`config.mk`:
```
export PLATFORM = sky130hd
export DESIGN_NAME = color_keyframe_interpolator_top
export DESIGN_NICKNAME = d
export VERILOG_FILES = /design/src/sv/cki_pkg.sv /design/src/sv/cki_ram.sv /design/src/sv/cki_div.sv /design/src/sv/cki_datapath.sv /design/src/sv/cki_ctrl.sv /design/src/sv/color_keyframe_interpolator_top.sv
export SDC_FILE = /design/constraint.sdc
export NUM_CORES = 2
export LEC_CHECK = 0
export BUFFER_PORTS_ARGS = -buffer_cell sky130_fd_sc_hd__buf_2
export CAP_MARGIN = 40
export CORE_MARGIN = 2
export CORE_UTILIZATION = 54
export DETAILED_ROUTE_END_ITERATION = 10
export GPL_TIMING_DRIVEN = 0
export PLACE_DENSITY = 0.7
export SLEW_MARGIN = 20
export SYNTH_ARGS = -nofsm -noshare
export SYNTH_HDL_FRONTEND = slang
export SYNTH_HIERARCHICAL = 1
export SYNTH_SLANG_ARGS = --single-unit
export TNS_END_PERCENT = 30
```
`constraint.sdc`:
```
create_clock -name i_clk -period 18.3 [get_ports i_clk]
set_clock_uncertainty 0.2 [all_clocks]
set_input_delay 2.745 -clock i_clk [delete_from_list [all_inputs] [get_ports i_clk]]
set_output_delay 2.745 -clock i_clk [all_outputs]
set_load 0.02 [all_outputs]
```
`src/sv/cki_pkg.sv`:
```
// ----------------------------------------------------------------------------
// cki_pkg: shared types and constants for the color keyframe interpolator
// Item and result words, status codes and the controller/datapath bundle.
// ----------------------------------------------------------------------------
package cki_pkg;

    localparam int MAX_KEYS_DEF = 16;
    localparam int AGE_W        = 17;
    localparam int COLOR_W      = 64;
    localparam int LIFE_W       = 16;
    localparam int CH_W         = 16;
    localparam logic [AGE_W-1:0] ONE_Q16 = 17'h10000;

    typedef enum logic [1:0] {
        ST_COLOR    = 2'd0,
        ST_EMPTY    = 2'd1,
        ST_ADDED    = 2'd2,
        ST_REJECTED = 2'd3
    } t_status;

    localparam logic CMD_ADD  = 1'b0;
    localparam logic CMD_EVAL = 1'b1;

    // Result color selection.
    localparam logic [1:0] SEL_C0    = 2'd0;
    localparam logic [1:0] SEL_C1    = 2'd1;
    localparam logic [1:0] SEL_BLEND = 2'd2;
    localparam logic [1:0] SEL_ZERO  = 2'd3;

    typedef struct packed {
        logic               cmd;
        logic [AGE_W-1:0]   step_age;
        logic [COLOR_W-1:0] step_color;
        logic [LIFE_W-1:0]  life_left;
        logic [LIFE_W-1:0]  life_start;
    } t_in_word;

    typedef struct packed {
        logic [1:0]         status;
        logic [COLOR_W-1:0] out_color;
    } t_out_word;

    // Commands from controller to datapath.
    typedef struct packed {
        logic load;        // capture input word
        logic write_key;   // append keyframe
        logic age_start;   // start age division
        logic rd_first;    // read index 0
        logic rd_last;     // read last index
        logic rd_scan;     // read scan index
        logic scan_next;   // advance scan index
        logic cap_lo;      // capture low bracket from read data
        logic cap_hi;      // capture high bracket from read data
        logic frac_start;  // start factor division
        logic blend_step;  // one channel multiply
        logic set_out;     // latch result
        logic [1:0] out_sel; // 0 color0 1 color1 2 blend 3 zero
        logic [1:0] out_status;
    } t_cmd;

    typedef struct packed {
        logic is_eval;
        logic empty;
        logic full;
        logic add_ok;
        logic div_done;
        logic le_rd;       // age <= read age
        logic ge_rd;       // age >= read age
        logic gt_rd;       // read age > age
        logic scan_end;    // scan index is last
        logic blend_done;
    } t_stat;

endpackage

```
`src/sv/cki_ram.sv`:
```
// ----------------------------------------------------------------------------
// cki_ram: generic simple dual-port RAM
// One write port and one registered read port.
// ----------------------------------------------------------------------------
module cki_ram #(
    parameter int WIDTH = 64,
    parameter int DEPTH = 16
) (
    input  logic                     i_clk,
    input  logic                     i_we,
    input  logic [$clog2(DEPTH)-1:0] i_waddr,
    input  logic [WIDTH-1:0]         i_wdata,
    input  logic [$clog2(DEPTH)-1:0] i_raddr,
    output logic [WIDTH-1:0]         o_rdata
);
    logic [WIDTH-1:0] r_mem [DEPTH];
    logic [WIDTH-1:0] r_rdata;

    always_ff @(posedge i_clk) begin
        if (i_we) begin
            r_mem[i_waddr] <= i_wdata;
        end
        r_rdata <= r_mem[i_raddr];
    end
    assign o_rdata = r_rdata;
endmodule

```
`src/sv/cki_div.sv`:
```
// ----------------------------------------------------------------------------
// cki_div: restoring divider
// Computes floor((num << 16) / den) one quotient bit per cycle, 17 bits.
// ----------------------------------------------------------------------------
module cki_div
    import cki_pkg::*;
(
    input  logic             i_clk,
    input  logic             i_rst_n,
    input  logic             i_start,
    input  logic [AGE_W-1:0] i_num,
    input  logic [AGE_W-1:0] i_den,
    output logic             o_done,
    output logic [AGE_W-1:0] o_quot
);
    localparam int CNT_W = $clog2(AGE_W + 1);

    logic [AGE_W:0]   r_rem, n_rem;
    logic [AGE_W-1:0] r_quot, n_quot;
    logic [AGE_W-1:0] r_den;
    logic [AGE_W-1:0] r_numsh;
    logic [CNT_W-1:0] r_cnt;
    logic             r_busy, r_done;
    logic [AGE_W+1:0] w_trial;

    // Dividend is num then 16 zeros; num[0] enters first, its top bits preloaded.
    always_comb begin
        w_trial = {r_rem, r_numsh[AGE_W-1]};
        if (w_trial >= {2'b00, r_den}) begin
            n_rem  = (AGE_W+1)'(w_trial - {2'b00, r_den});
            n_quot = {r_quot[AGE_W-2:0], 1'b1};
        end else begin
            n_rem  = w_trial[AGE_W:0];
            n_quot = {r_quot[AGE_W-2:0], 1'b0};
        end
    end

    // The first dividend bit after num's 17 bits would be zeros; since num is
    // below 2^17 and only the low 17 quotient bits matter, shift num through
    // with 16 zeros appended by starting the remainder from num >> 1 trick:
    // here the remainder is preloaded with the top of num directly.
    always_ff @(posedge i_clk) begin
        if (!i_rst_n) begin
            r_busy <= 1'b0;
            r_done <= 1'b0;
            r_cnt  <= '0;
        end else begin
            r_done <= 1'b0;
            if (i_start) begin
                r_busy <= 1'b1;
                r_cnt  <= CNT_W'(AGE_W);
            end else if (r_busy) begin
                r_cnt <= r_cnt - 1'b1;
                if (r_cnt == CNT_W'(1)) begin
                    r_busy <= 1'b0;
                    r_done <= 1'b1;
                end
            end
        end
    end

    always_ff @(posedge i_clk) begin
        if (i_start) begin
            // Quotient of (num<<16)/den with num<=den fits in 17 bits, so the
            // integer part num/den is at most 1: preload num>>1 as remainder.
            r_rem   <= {2'b00, i_num[AGE_W-1:1]};
            r_numsh <= {i_num[0], 16'd0};
            r_den   <= i_den;
            r_quot  <= '0;
        end else if (r_busy) begin
            r_rem   <= n_rem;
            r_quot  <= n_quot;
            r_numsh <= {r_numsh[AGE_W-2:0], 1'b0};
        end
    end

    assign o_done = r_done;
    assign o_quot = r_quot;
endmodule

```
`src/sv/cki_datapath.sv`:
```
// ----------------------------------------------------------------------------
// cki_datapath: keyframe storage and arithmetic
// Key memories, age and factor division, bracket registers and channel blend.
// ----------------------------------------------------------------------------
module cki_datapath
    import cki_pkg::*;
#(
    parameter int MAX_KEYS = MAX_KEYS_DEF
) (
    input  logic      i_clk,
    input  logic      i_rst_n,
    input  t_in_word  i_in,
    input  t_cmd      i_cmd,
    output t_stat     o_stat,
    output t_out_word o_out
);
    localparam int IDX_W = $clog2(MAX_KEYS);
    localparam int CNT_W = $clog2(MAX_KEYS + 1);

    t_in_word           r_in;
    logic [CNT_W-1:0]   r_count;
    logic [IDX_W-1:0]   r_scan, n_raddr;
    logic [AGE_W-1:0]   r_age, r_a0, r_f, r_last_age;
    logic [COLOR_W-1:0] r_c0, r_c1, r_blend;
    logic [1:0]         r_ch;
    logic               r_age_phase, r_blend_done;
    logic [AGE_W-1:0]   w_rd_age;
    logic [COLOR_W-1:0] w_rd_color;
    logic               w_div_start, w_div_done;
    logic [AGE_W-1:0]   w_num, w_den, w_quot;
    logic [CH_W-1:0]    w_a, w_b;
    logic [2*CH_W:0]    w_mix;
    t_out_word          r_out;
    logic [IDX_W-1:0]   w_last;

    assign w_last = IDX_W'(r_count - 1'b1);

    always_comb begin
        n_raddr = '0;
        if (i_cmd.rd_scan)  n_raddr = r_scan;
        if (i_cmd.rd_first) n_raddr = '0;
        if (i_cmd.rd_last)  n_raddr = w_last;
    end

    cki_ram #(.WIDTH(AGE_W), .DEPTH(MAX_KEYS)) u_age_ram (
        .i_clk(i_clk), .i_we(i_cmd.write_key), .i_waddr(r_count[IDX_W-1:0]),
        .i_wdata(r_in.step_age), .i_raddr(n_raddr), .o_rdata(w_rd_age));
    cki_ram #(.WIDTH(COLOR_W), .DEPTH(MAX_KEYS)) u_color_ram (
        .i_clk(i_clk), .i_we(i_cmd.write_key), .i_waddr(r_count[IDX_W-1:0]),
        .i_wdata(r_in.step_color), .i_raddr(n_raddr), .o_rdata(w_rd_color));

    // One divider serves both the age and the factor division. The factor
    // division starts in the cycle that the upper bracket age is on the read
    // port, so its width is taken straight from the read data.
    assign w_div_start = i_cmd.age_start | i_cmd.frac_start;
    always_comb begin
        if (i_cmd.age_start) begin
            w_num = (r_in.life_left > r_in.life_start) ? {1'b0, r_in.life_start}
                                                       : {1'b0, r_in.life_left};
            w_den = {1'b0, r_in.life_start};
        end else begin
            w_num = r_age - r_a0;
            w_den = w_rd_age - r_a0;
        end
    end

    cki_div u_div (
        .i_clk(i_clk), .i_rst_n(i_rst_n), .i_start(w_div_start),
        .i_num(w_num), .i_den(w_den), .o_done(w_div_done), .o_quot(w_quot));

    assign w_a   = r_c0[COLOR_W-1 -: CH_W];
    assign w_b   = r_c1[COLOR_W-1 -: CH_W];
    // c0 + (c1 - c0) * f / 65536 with floor, using signed difference.
    always_comb begin
        logic signed [CH_W:0]     d;
        logic signed [2*CH_W+1:0] p;
        d = $signed({1'b0, w_b}) - $signed({1'b0, w_a});
        p = d * $signed({1'b0, r_f[CH_W-1:0]});
        w_mix = (2*CH_W+1)'($signed({1'b0, w_a, 16'd0}) + p);
    end

    always_ff @(posedge i_clk) begin
        if (!i_rst_n) begin
            r_count      <= '0;
            r_age_phase  <= 1'b0;
            r_blend_done <= 1'b0;
        end else begin
            r_blend_done <= 1'b0;
            if (i_cmd.write_key) r_count <= r_count + 1'b1;
            if (i_cmd.age_start) r_age_phase <= 1'b1;
            if (i_cmd.frac_start) r_age_phase <= 1'b0;
            if (i_cmd.blend_step && r_ch == 2'd3) r_blend_done <= 1'b1;
        end
    end

    always_ff @(posedge i_clk) begin
        if (i_cmd.load) begin
            r_in <= i_in;
            r_scan <= IDX_W'(1);
            r_ch <= '0;
        end
        if (i_cmd.write_key) r_last_age <= r_in.step_age;
        if (w_div_done && r_age_phase) begin
            r_age <= (r_in.life_start == '0) ? ONE_Q16 : ONE_Q16 - w_quot;
        end
        if (w_div_done && !r_age_phase) begin
            r_f <= (w_quot > AGE_W'(16'hFFFF)) ? AGE_W'(16'hFFFF) : w_quot;
        end
        if (i_cmd.scan_next) r_scan <= r_scan + 1'b1;
        if (i_cmd.cap_lo) begin
            r_a0 <= w_rd_age;
            r_c0 <= w_rd_color;
        end
        if (i_cmd.cap_hi) begin
            r_c1 <= w_rd_color;
        end
        if (i_cmd.blend_step) begin
            r_blend <= {r_blend[COLOR_W-CH_W-1:0], w_mix[2*CH_W-1:CH_W]};
            r_c0    <= {r_c0[COLOR_W-CH_W-1:0], CH_W'(0)};
            r_c1    <= {r_c1[COLOR_W-CH_W-1:0], CH_W'(0)};
            r_ch    <= r_ch + 1'b1;
        end
        if (i_cmd.set_out) begin
            r_out.status <= i_cmd.out_status;
            case (i_cmd.out_sel)
                SEL_C0:    r_out.out_color <= r_c0;
                SEL_C1:    r_out.out_color <= r_c1;
                SEL_BLEND: r_out.out_color <= r_blend;
                default:   r_out.out_color <= '0;
            endcase
        end
    end

    assign o_stat.is_eval    = (r_in.cmd == CMD_EVAL);
    assign o_stat.empty      = (r_count == '0);
    assign o_stat.full       = (r_count == CNT_W'(MAX_KEYS));
    assign o_stat.add_ok     = (r_count == '0) || (r_in.step_age > r_last_age);
    assign o_stat.div_done   = w_div_done;
    assign o_stat.le_rd      = (r_age <= w_rd_age);
    assign o_stat.ge_rd      = (r_age >= w_rd_age);
    assign o_stat.gt_rd      = (w_rd_age > r_age);
    assign o_stat.scan_end   = (r_scan == w_last);
    assign o_stat.blend_done = r_blend_done;
    assign o_out = r_out;
endmodule

```
`src/sv/cki_ctrl.sv`:
```
// ----------------------------------------------------------------------------
// cki_ctrl: controller for the color keyframe interpolator
// Sequences add, age division, bracket search, factor division and blend.
// ----------------------------------------------------------------------------
module cki_ctrl
    import cki_pkg::*;
(
    input  logic  i_clk,
    input  logic  i_rst_n,
    input  logic  i_valid,
    output logic  o_stall,
    output logic  o_valid,
    input  logic  i_stall,
    input  t_stat i_stat,
    output t_cmd  o_cmd
);
    typedef enum logic [11:0] {
        S_IDLE  = 12'b000000000001,
        S_DEC   = 12'b000000000010,
        S_AGE   = 12'b000000000100,
        S_RDF   = 12'b000000001000,
        S_CHKF  = 12'b000000010000,
        S_CHKL  = 12'b000000100000,
        S_SCAN  = 12'b000001000000,
        S_CHKS  = 12'b000010000000,
        S_RDHI  = 12'b000100000000,
        S_FRAC  = 12'b001000000000,
        S_BLEND = 12'b010000000000,
        S_OUT   = 12'b100000000000
    } t_state;

    t_state r_state, n_state;
    logic   r_valid;
    logic   r_first;
    logic   w_accept, w_take;

    assign w_take   = r_valid && !i_stall;
    assign o_stall  = (r_state != S_IDLE);
    assign w_accept = i_valid && (r_state == S_IDLE);
    assign o_valid  = r_valid;

    always_comb begin
        n_state = r_state;
        o_cmd   = '0;
        case (r_state)
            S_IDLE: begin
                if (w_accept) begin
                    o_cmd.load = 1'b1;
                    n_state = S_DEC;
                end
            end
            S_DEC: begin
                if (!r_valid || w_take) begin
                    if (!i_stat.is_eval) begin
                        o_cmd.set_out = 1'b1;
                        o_cmd.out_sel = SEL_ZERO;
                        if (!i_stat.full && i_stat.add_ok) begin
                            o_cmd.write_key  = 1'b1;
                            o_cmd.out_status = ST_ADDED;
                        end else begin
                            o_cmd.out_status = ST_REJECTED;
                        end
                        n_state = S_IDLE;
                    end else if (i_stat.empty) begin
                        o_cmd.set_out    = 1'b1;
                        o_cmd.out_sel    = SEL_ZERO;
                        o_cmd.out_status = ST_EMPTY;
                        n_state = S_IDLE;
                    end else begin
                        o_cmd.age_start = 1'b1;
                        n_state = S_AGE;
                    end
                end
            end
            S_AGE: if (i_stat.div_done) begin
                o_cmd.rd_first = 1'b1;
                n_state = S_RDF;
            end
            S_RDF: begin
                o_cmd.rd_first = 1'b1;
                n_state = S_CHKF;
            end
            S_CHKF: begin
                // Read data is key 0; key last is being read.
                o_cmd.cap_lo = 1'b1;
                o_cmd.rd_last = 1'b1;
                if (i_stat.le_rd) begin
                    n_state = S_OUT;
                end else begin
                    n_state = S_CHKL;
                end
            end
            S_CHKL: begin
                o_cmd.cap_hi = 1'b1;
                o_cmd.rd_scan = 1'b1;
                if (i_stat.ge_rd) begin
                    n_state = S_OUT;
                end else begin
                    n_state = S_CHKS;
                end
            end
            S_CHKS: begin
                // Read data is key at scan index.
                if (i_stat.gt_rd || i_stat.scan_end) begin
                    o_cmd.cap_hi = 1'b1;
                    o_cmd.frac_start = 1'b1;
                    n_state = S_FRAC;
                end else begin
                    o_cmd.cap_lo = 1'b1;
                    o_cmd.scan_next = 1'b1;
                    n_state = S_SCAN;
                end
            end
            S_SCAN: begin
                o_cmd.rd_scan = 1'b1;
                n_state = S_CHKS;
            end
            S_FRAC: if (i_stat.div_done) n_state = S_BLEND;
            S_BLEND: begin
                o_cmd.blend_step = 1'b1;
                n_state = S_RDHI;
            end
            S_RDHI: begin
                if (i_stat.blend_done) begin
                    o_cmd.set_out = 1'b1;
                    o_cmd.out_sel = SEL_BLEND;
                    o_cmd.out_status = ST_COLOR;
                    n_state = S_IDLE;
                end else begin
                    o_cmd.blend_step = 1'b1;
                end
            end
            S_OUT: begin
                // Clamp cases: first color from lo, last color from hi.
                o_cmd.set_out = 1'b1;
                o_cmd.out_status = ST_COLOR;
                o_cmd.out_sel = r_first ? SEL_C0 : SEL_C1;
                n_state = S_IDLE;
            end
            default: n_state = S_IDLE;
        endcase
    end

    // Track which clamp applies in S_OUT.
    always_ff @(posedge i_clk) begin
        if (r_state == S_CHKF) r_first <= i_stat.le_rd;
    end

    always_ff @(posedge i_clk) begin
        if (!i_rst_n) begin
            r_state <= S_IDLE;
            r_valid <= 1'b0;
        end else begin
            r_state <= n_state;
            if (o_cmd.set_out) r_valid <= 1'b1;
            else if (w_take)   r_valid <= 1'b0;
        end
    end

`ifndef ASSERT_OFF
    a_no_load_busy: assert property (@(posedge i_clk) disable iff (!i_rst_n)
        o_cmd.load |-> r_state == S_IDLE) else $error("load outside idle");
    a_set_free: assert property (@(posedge i_clk) disable iff (!i_rst_n)
        o_cmd.set_out |-> (!r_valid || w_take || r_state != S_DEC))
        else $error("result overwritten");
    a_one_div: assert property (@(posedge i_clk) disable iff (!i_rst_n)
        !(o_cmd.age_start && o_cmd.frac_start)) else $error("two divisions");
`endif
endmodule

```
`src/sv/color_keyframe_interpolator_top.sv`:
```
// ----------------------------------------------------------------------------
// color_keyframe_interpolator_top: RGBA keyframe table with linear blend
// Add words append keyframes; evaluate words return the interpolated color.
// ----------------------------------------------------------------------------
// One word is processed at a time and the input stalls until its result has
// been produced. An evaluation of a non-empty table runs the age division
// (17 quotient bits, one a cycle) and then reads the first and last keyframe
// over the key memory's single read port. An interpolated color then adds the
// bracket search over the keyframes, the factor division and the channel
// multiplies. A result still waiting on the output holds the next word in
// decode.
module color_keyframe_interpolator_top
    import cki_pkg::*;
#(
    parameter int MAX_KEYS = MAX_KEYS_DEF
) (
    input  logic      i_clk,
    input  logic      i_rst_n,
    input  logic      i_valid,
    output logic      o_stall,
    input  t_in_word  i_data,
    output logic      o_valid,
    input  logic      i_stall,
    output t_out_word o_data
);
    t_cmd  w_cmd;
    t_stat w_stat;

    cki_ctrl u_ctrl (
        .i_clk(i_clk), .i_rst_n(i_rst_n), .i_valid(i_valid), .o_stall(o_stall),
        .o_valid(o_valid), .i_stall(i_stall), .i_stat(w_stat), .o_cmd(w_cmd));

    cki_datapath #(.MAX_KEYS(MAX_KEYS)) u_dp (
        .i_clk(i_clk), .i_rst_n(i_rst_n), .i_in(i_data), .i_cmd(w_cmd),
        .o_stat(w_stat), .o_out(o_data));
endmodule

```
==> implementation parameters <==
Parameter                              Value

Global route
  Number of global-route vias before repair    49,857
  Global-route wire length before repair    323 mm
  Number of antenna violations at the first check in global routing    14
  Pin count of the biggest net entering global routing    49
  Congestion Overflow GR    0
  Overall routing resource usage    26.9%

CTS
  Cts hold-fix bufs    0
  Number of clock buffers inserted by TritonCTS    185
  Post-cts resize count    0
  Cell chosen for the clock root    sky130_fd_sc_hd__clkbuf_16
  Clock latency on the worst-skew pair    0.84 ns
  Clock tree buffer depth    3
  Number of setup buffers added after CTS    0
  H-tree depth    4
  Clock transition at path regs    0.07 ns
  TritonCTS clock tree    done
  Clock sink count    1,903

Flow run
  Max-cap violation count    0

STA
  Final worst path period share    53.4%
  Hold Worst Slack    0.240 ns
  Number of hold-slack violations in the final timing report    0
  Fin crit period    9.78 ns
  Actual slew at the worst max-slew pin    0.948 ns
  Max Slew Vio Count    0
  RSZ-0062 raised after global routing    no
  Max-Slew Margin vs Limit    36.5%
  Total Negative Setup Slacks    0 ns
  Number of failing setup endpoints in the final timing report    0
  Fmax    102 MHz

Power
  Share of total power in sequential cells    55.0%
  Total power density per cell area    89.7 nW/um^2
  Net switching share of the total power    20.5%
  Proportion of power drawn by the clock network    43.3%
  Standby leakage power    0.0348 uW
  Switching power summed over all nets    1820 uW
  Peak supply drop    0.117 mV
  Combinational cell fraction of total power    1.7%
  Int Power    7030 uW

Setup path
  Worst setup path endpoint    u_dp/r_blend[15]
  Worst setup path category    reg2reg
  Critical R2R Launch    u_dp/r_c0[48]
  Most used cell along the critical path    sky130_fd_sc_hd__fa_1
  Reg-to-Reg End    u_dp/r_blend[15]
  Buffer and inverter count on the worst path    5
  Total number of cells along the worst setup path    33
  Arrival time of the worst setup path    10.16 ns
  Path depth of the worst reg2reg path    33
  Maximum fanout along the worst path    10
  CP max stage delay    0.55 ns
  Worst setup EP type    flip-flop
  Setup slack on the worst flop-to-flop path    8.52 ns
  Crit-path leading delay family    adder cells
  CP max stage cell    sky130_fd_sc_hd__fa_1
  Launching element type of the critical path    flip-flop
  Source of the critical timing path    u_dp/r_c0[48]
  CP Data Required Time    18.68 ns

Placed design
  Number of input and output port buffers inserted    185
  Final HPWL DP    155 mm
  Gpl congestion    0.926

Route
  Routed wire length    218 mm
  DRC violations left    0
  Detail-routed via count per cell    6.04
  Violation count after the first detailed-routing iteration    5,297
  DR pass1 iterations    5
  Vias post-DR    49,368
  Number of antenna-violating nets in the routed design    0
  Drt wl/cell    26.7 um

Floorplan
  Die X    405 um
  Overall die height    405 um
  Area of the core    160,000 um^2
  Count of boundary I/O pins    186
  Initial Util    54.2%
  Number of rows in the core area    147
  Die Footprint    164,000 um^2

Cells and area
  Syn-to-layout area delta    13.8%
  Top library cells by usage in the layout, fill and taps aside    sky130_fd_sc_hd__edfxtp_1 (1,744), sky130_fd_sc_hd__inv_1 (506), sky130_fd_sc_hd__nand2_1 (341)
  Count of nets after finishing    6,551
  Fraction of layout cells with a size suffix above 1    18.5%
  Fill cell instance count of the final layout    11,523
  Most common cell after layout, fill and taps aside    sky130_fd_sc_hd__edfxtp_1

Synth
  Top cell type's share of synthesized area    60.4%
  Most frequently used flop master after synthesis    sky130_fd_sc_hd__edfxtp_1
  Count of warnings emitted by yosys    6
  Sequential cell area fraction in the yosys report    64.1%
  #FFs+latches synth    1,903
  Number of flops mapped to enable cells by yosys    1,744
  Post-synthesis cell type count    97
  Post-synthesis average cell area    16.0 um^2
  Top cells by area, synth    sky130_fd_sc_hd__edfxtp_1 (60%), sky130_fd_sc_hd__mux4_2 (8.3%), sky130_fd_sc_hd__fa_1 (6.7%), sky130_fd_sc_hd__dfxtp_1 (3.7%), sky130_fd_sc_hd__ha_1 (3.2%)
  Netlist area before placement    86,700 um^2
  Net count after synthesis    6,038
  Cell type contributing the most total cell area after synthesis    sky130_fd_sc_hd__edfxtp_1
  Synth Instances    5,410
  Async set-or-reset flop fraction in the synthesized netlist    0%

Hold path
  Class of the worst hold path    reg2reg

Run status
  Status    finished clean
## synthesized netlist by cell type (12+ instances only)
library cell and instances:
sky130_fd_sc_hd__edfxtp_1 1744, sky130_fd_sc_hd__inv_1 506, sky130_fd_sc_hd__nand2_1 342, sky130_fd_sc_hd__mux4_2 321, sky130_fd_sc_hd__fa_1 288, sky130_fd_sc_hd__ha_1 222
sky130_fd_sc_hd__nor2_1 176, sky130_fd_sc_hd__and2_1 168, sky130_fd_sc_hd__a22oi_1 164, sky130_fd_sc_hd__dfxtp_1 159, sky130_fd_sc_hd__clkbuf_1 138, sky130_fd_sc_hd__mux2i_1 135
sky130_fd_sc_hd__o21ai_0 124, sky130_fd_sc_hd__a22o_1 94, sky130_fd_sc_hd__a21oi_1 77, sky130_fd_sc_hd__xnor2_1 75, sky130_fd_sc_hd__nand2b_1 57, sky130_fd_sc_hd__nor2b_1 57
sky130_fd_sc_hd__xor2_1 40, sky130_fd_sc_hd__buf_1 35, sky130_fd_sc_hd__buf_2 33, sky130_fd_sc_hd__nor3_1 33, sky130_fd_sc_hd__nand3_1 32, sky130_fd_sc_hd__buf_4 28
sky130_fd_sc_hd__a21o_1 26, sky130_fd_sc_hd__nand4_1 23, sky130_fd_sc_hd__o21a_1 21, sky130_fd_sc_hd__buf_6 18, sky130_fd_sc_hd__or2_2 18, sky130_fd_sc_hd__nor4_1 17
sky130_fd_sc_hd__o21ai_1 15, sky130_fd_sc_hd__or3_1 15, sky130_fd_sc_hd__a31oi_1 14, sky130_fd_sc_hd__o211ai_1 13, sky130_fd_sc_hd__o31ai_1 13, sky130_fd_sc_hd__a211oi_1 12
## logic make-up after synthesis
kind of cell	Yosys count	share of synthesized area [%]
xor gates and xnor gates	116	1.18
DFF	1903	64.1
muxes	467	10.1
adders and majority gates	510	9.86
buffers and inverters	764	3.66
and+or+nand+nor	1003	5.84
AOI/OAI and AO/OA	647	5.28
## power groups by stage
stage                     sequential [uW]  combinational, uW  clock, uW
final                                4860                151       3830
after global routing                 4870                163       4050
after CTS                            4860                152       3890
after detailed placement             4950                151          0
after global placement               4960                135          0
after floorplan                      4930               72.4          0
## sequential cells by signal, summed over array words and instances (netlist names), 12 cells and up
name,count
u_ctrl/r_state,12
u_dp/o_out,66
u_dp/r_a0,17
u_dp/r_age,17
u_dp/r_blend,64
u_dp/r_c0,64
u_dp/r_c1,64
u_dp/r_f,16
u_dp/r_in,113
u_dp/r_last_age,17
u_dp/u_age_ram/o_rdata,17
u_dp/u_age_ram/r_mem,272
u_dp/u_color_ram/o_rdata,64
u_dp/u_color_ram/r_mem,1024
u_dp/u_div/o_quot,17
u_dp/u_div/r_den,17
u_dp/u_div/r_rem,18
## worst min path at each step
| stage | slack [ns] | from | cells past startpoint | endpoint |
|---|---|---|---|---|
| 5_1_grt | 0.26 | u_dp/r_blend[36] | 0 | u_dp/r_blend[52] |
| 3_5_place_dp | 0.23 | u_dp/r_blend[45] | 0 | u_dp/r_blend[61] |
| 4_1_cts | 0.25 | u_dp/r_blend[45] | 0 | u_dp/r_blend[61] |
| 6_report | 0.24 | u_dp/r_blend[38] | 0 | u_dp/r_blend[54] |
| 3_3_place_gp | 0.23 | u_dp/r_blend[37] | 0 | u_dp/r_blend[53] |
| 2_1_floorplan | 0.21 | u_dp/u_age_ram/o_rdata[0] | 0 | u_dp/r_a0[0] |
## worst register-to-register path, delay by kind of cell (launching register included)
kind	cells	cell delay (ns)
fa+ha+maj	9	4.17
compound gates	12	2.41
buf+inv	5	0.90
xor+xnor	2	0.72
simple gates	5	0.61
flops	1	0.52
## layout make-up
type	instances	area [um^2]	share of cell area, %
diodes	5	12.5	0.0127
plain buffers	256	1270	1.29
clock buffers	235	5050	5.12
clock inverters	109	1090	1.11
inverters	508	1910	1.93
multi-input cells	2743	28200	28.6
flip-flops and latches	1903	55600	56.3
well taps	2086	2610	2.65
repair buffers	326	2960	3.00
## per-layer routing
layer	wire (um)	track usage (%)
met4	6950	8.74
met1	87700	36.9
met5	38	0
met2	107000	44.2
met3	17000	4.71
## metrics by stage
step / total power [uW] / instances / instance area [um^2] / utilization, % / setup WS [ns]
floorplan: 5000 / 5410 / 86700 / - / 8.42
global placement: 5090 / 7681 / 90200 / 56.4 / 1.95
detailed placement: 5110 / 7817 / 92400 / 57.7 / 8.63
CTS: 8900 / 8161 / 98600 / 61.6 / 8.58
global route: 9080 / 8166 / 98600 / 61.6 / 8.03
finish: 8840 / 8171 / 98600 / 61.6 / 8.52
Power figures use the tool's default switching activity.
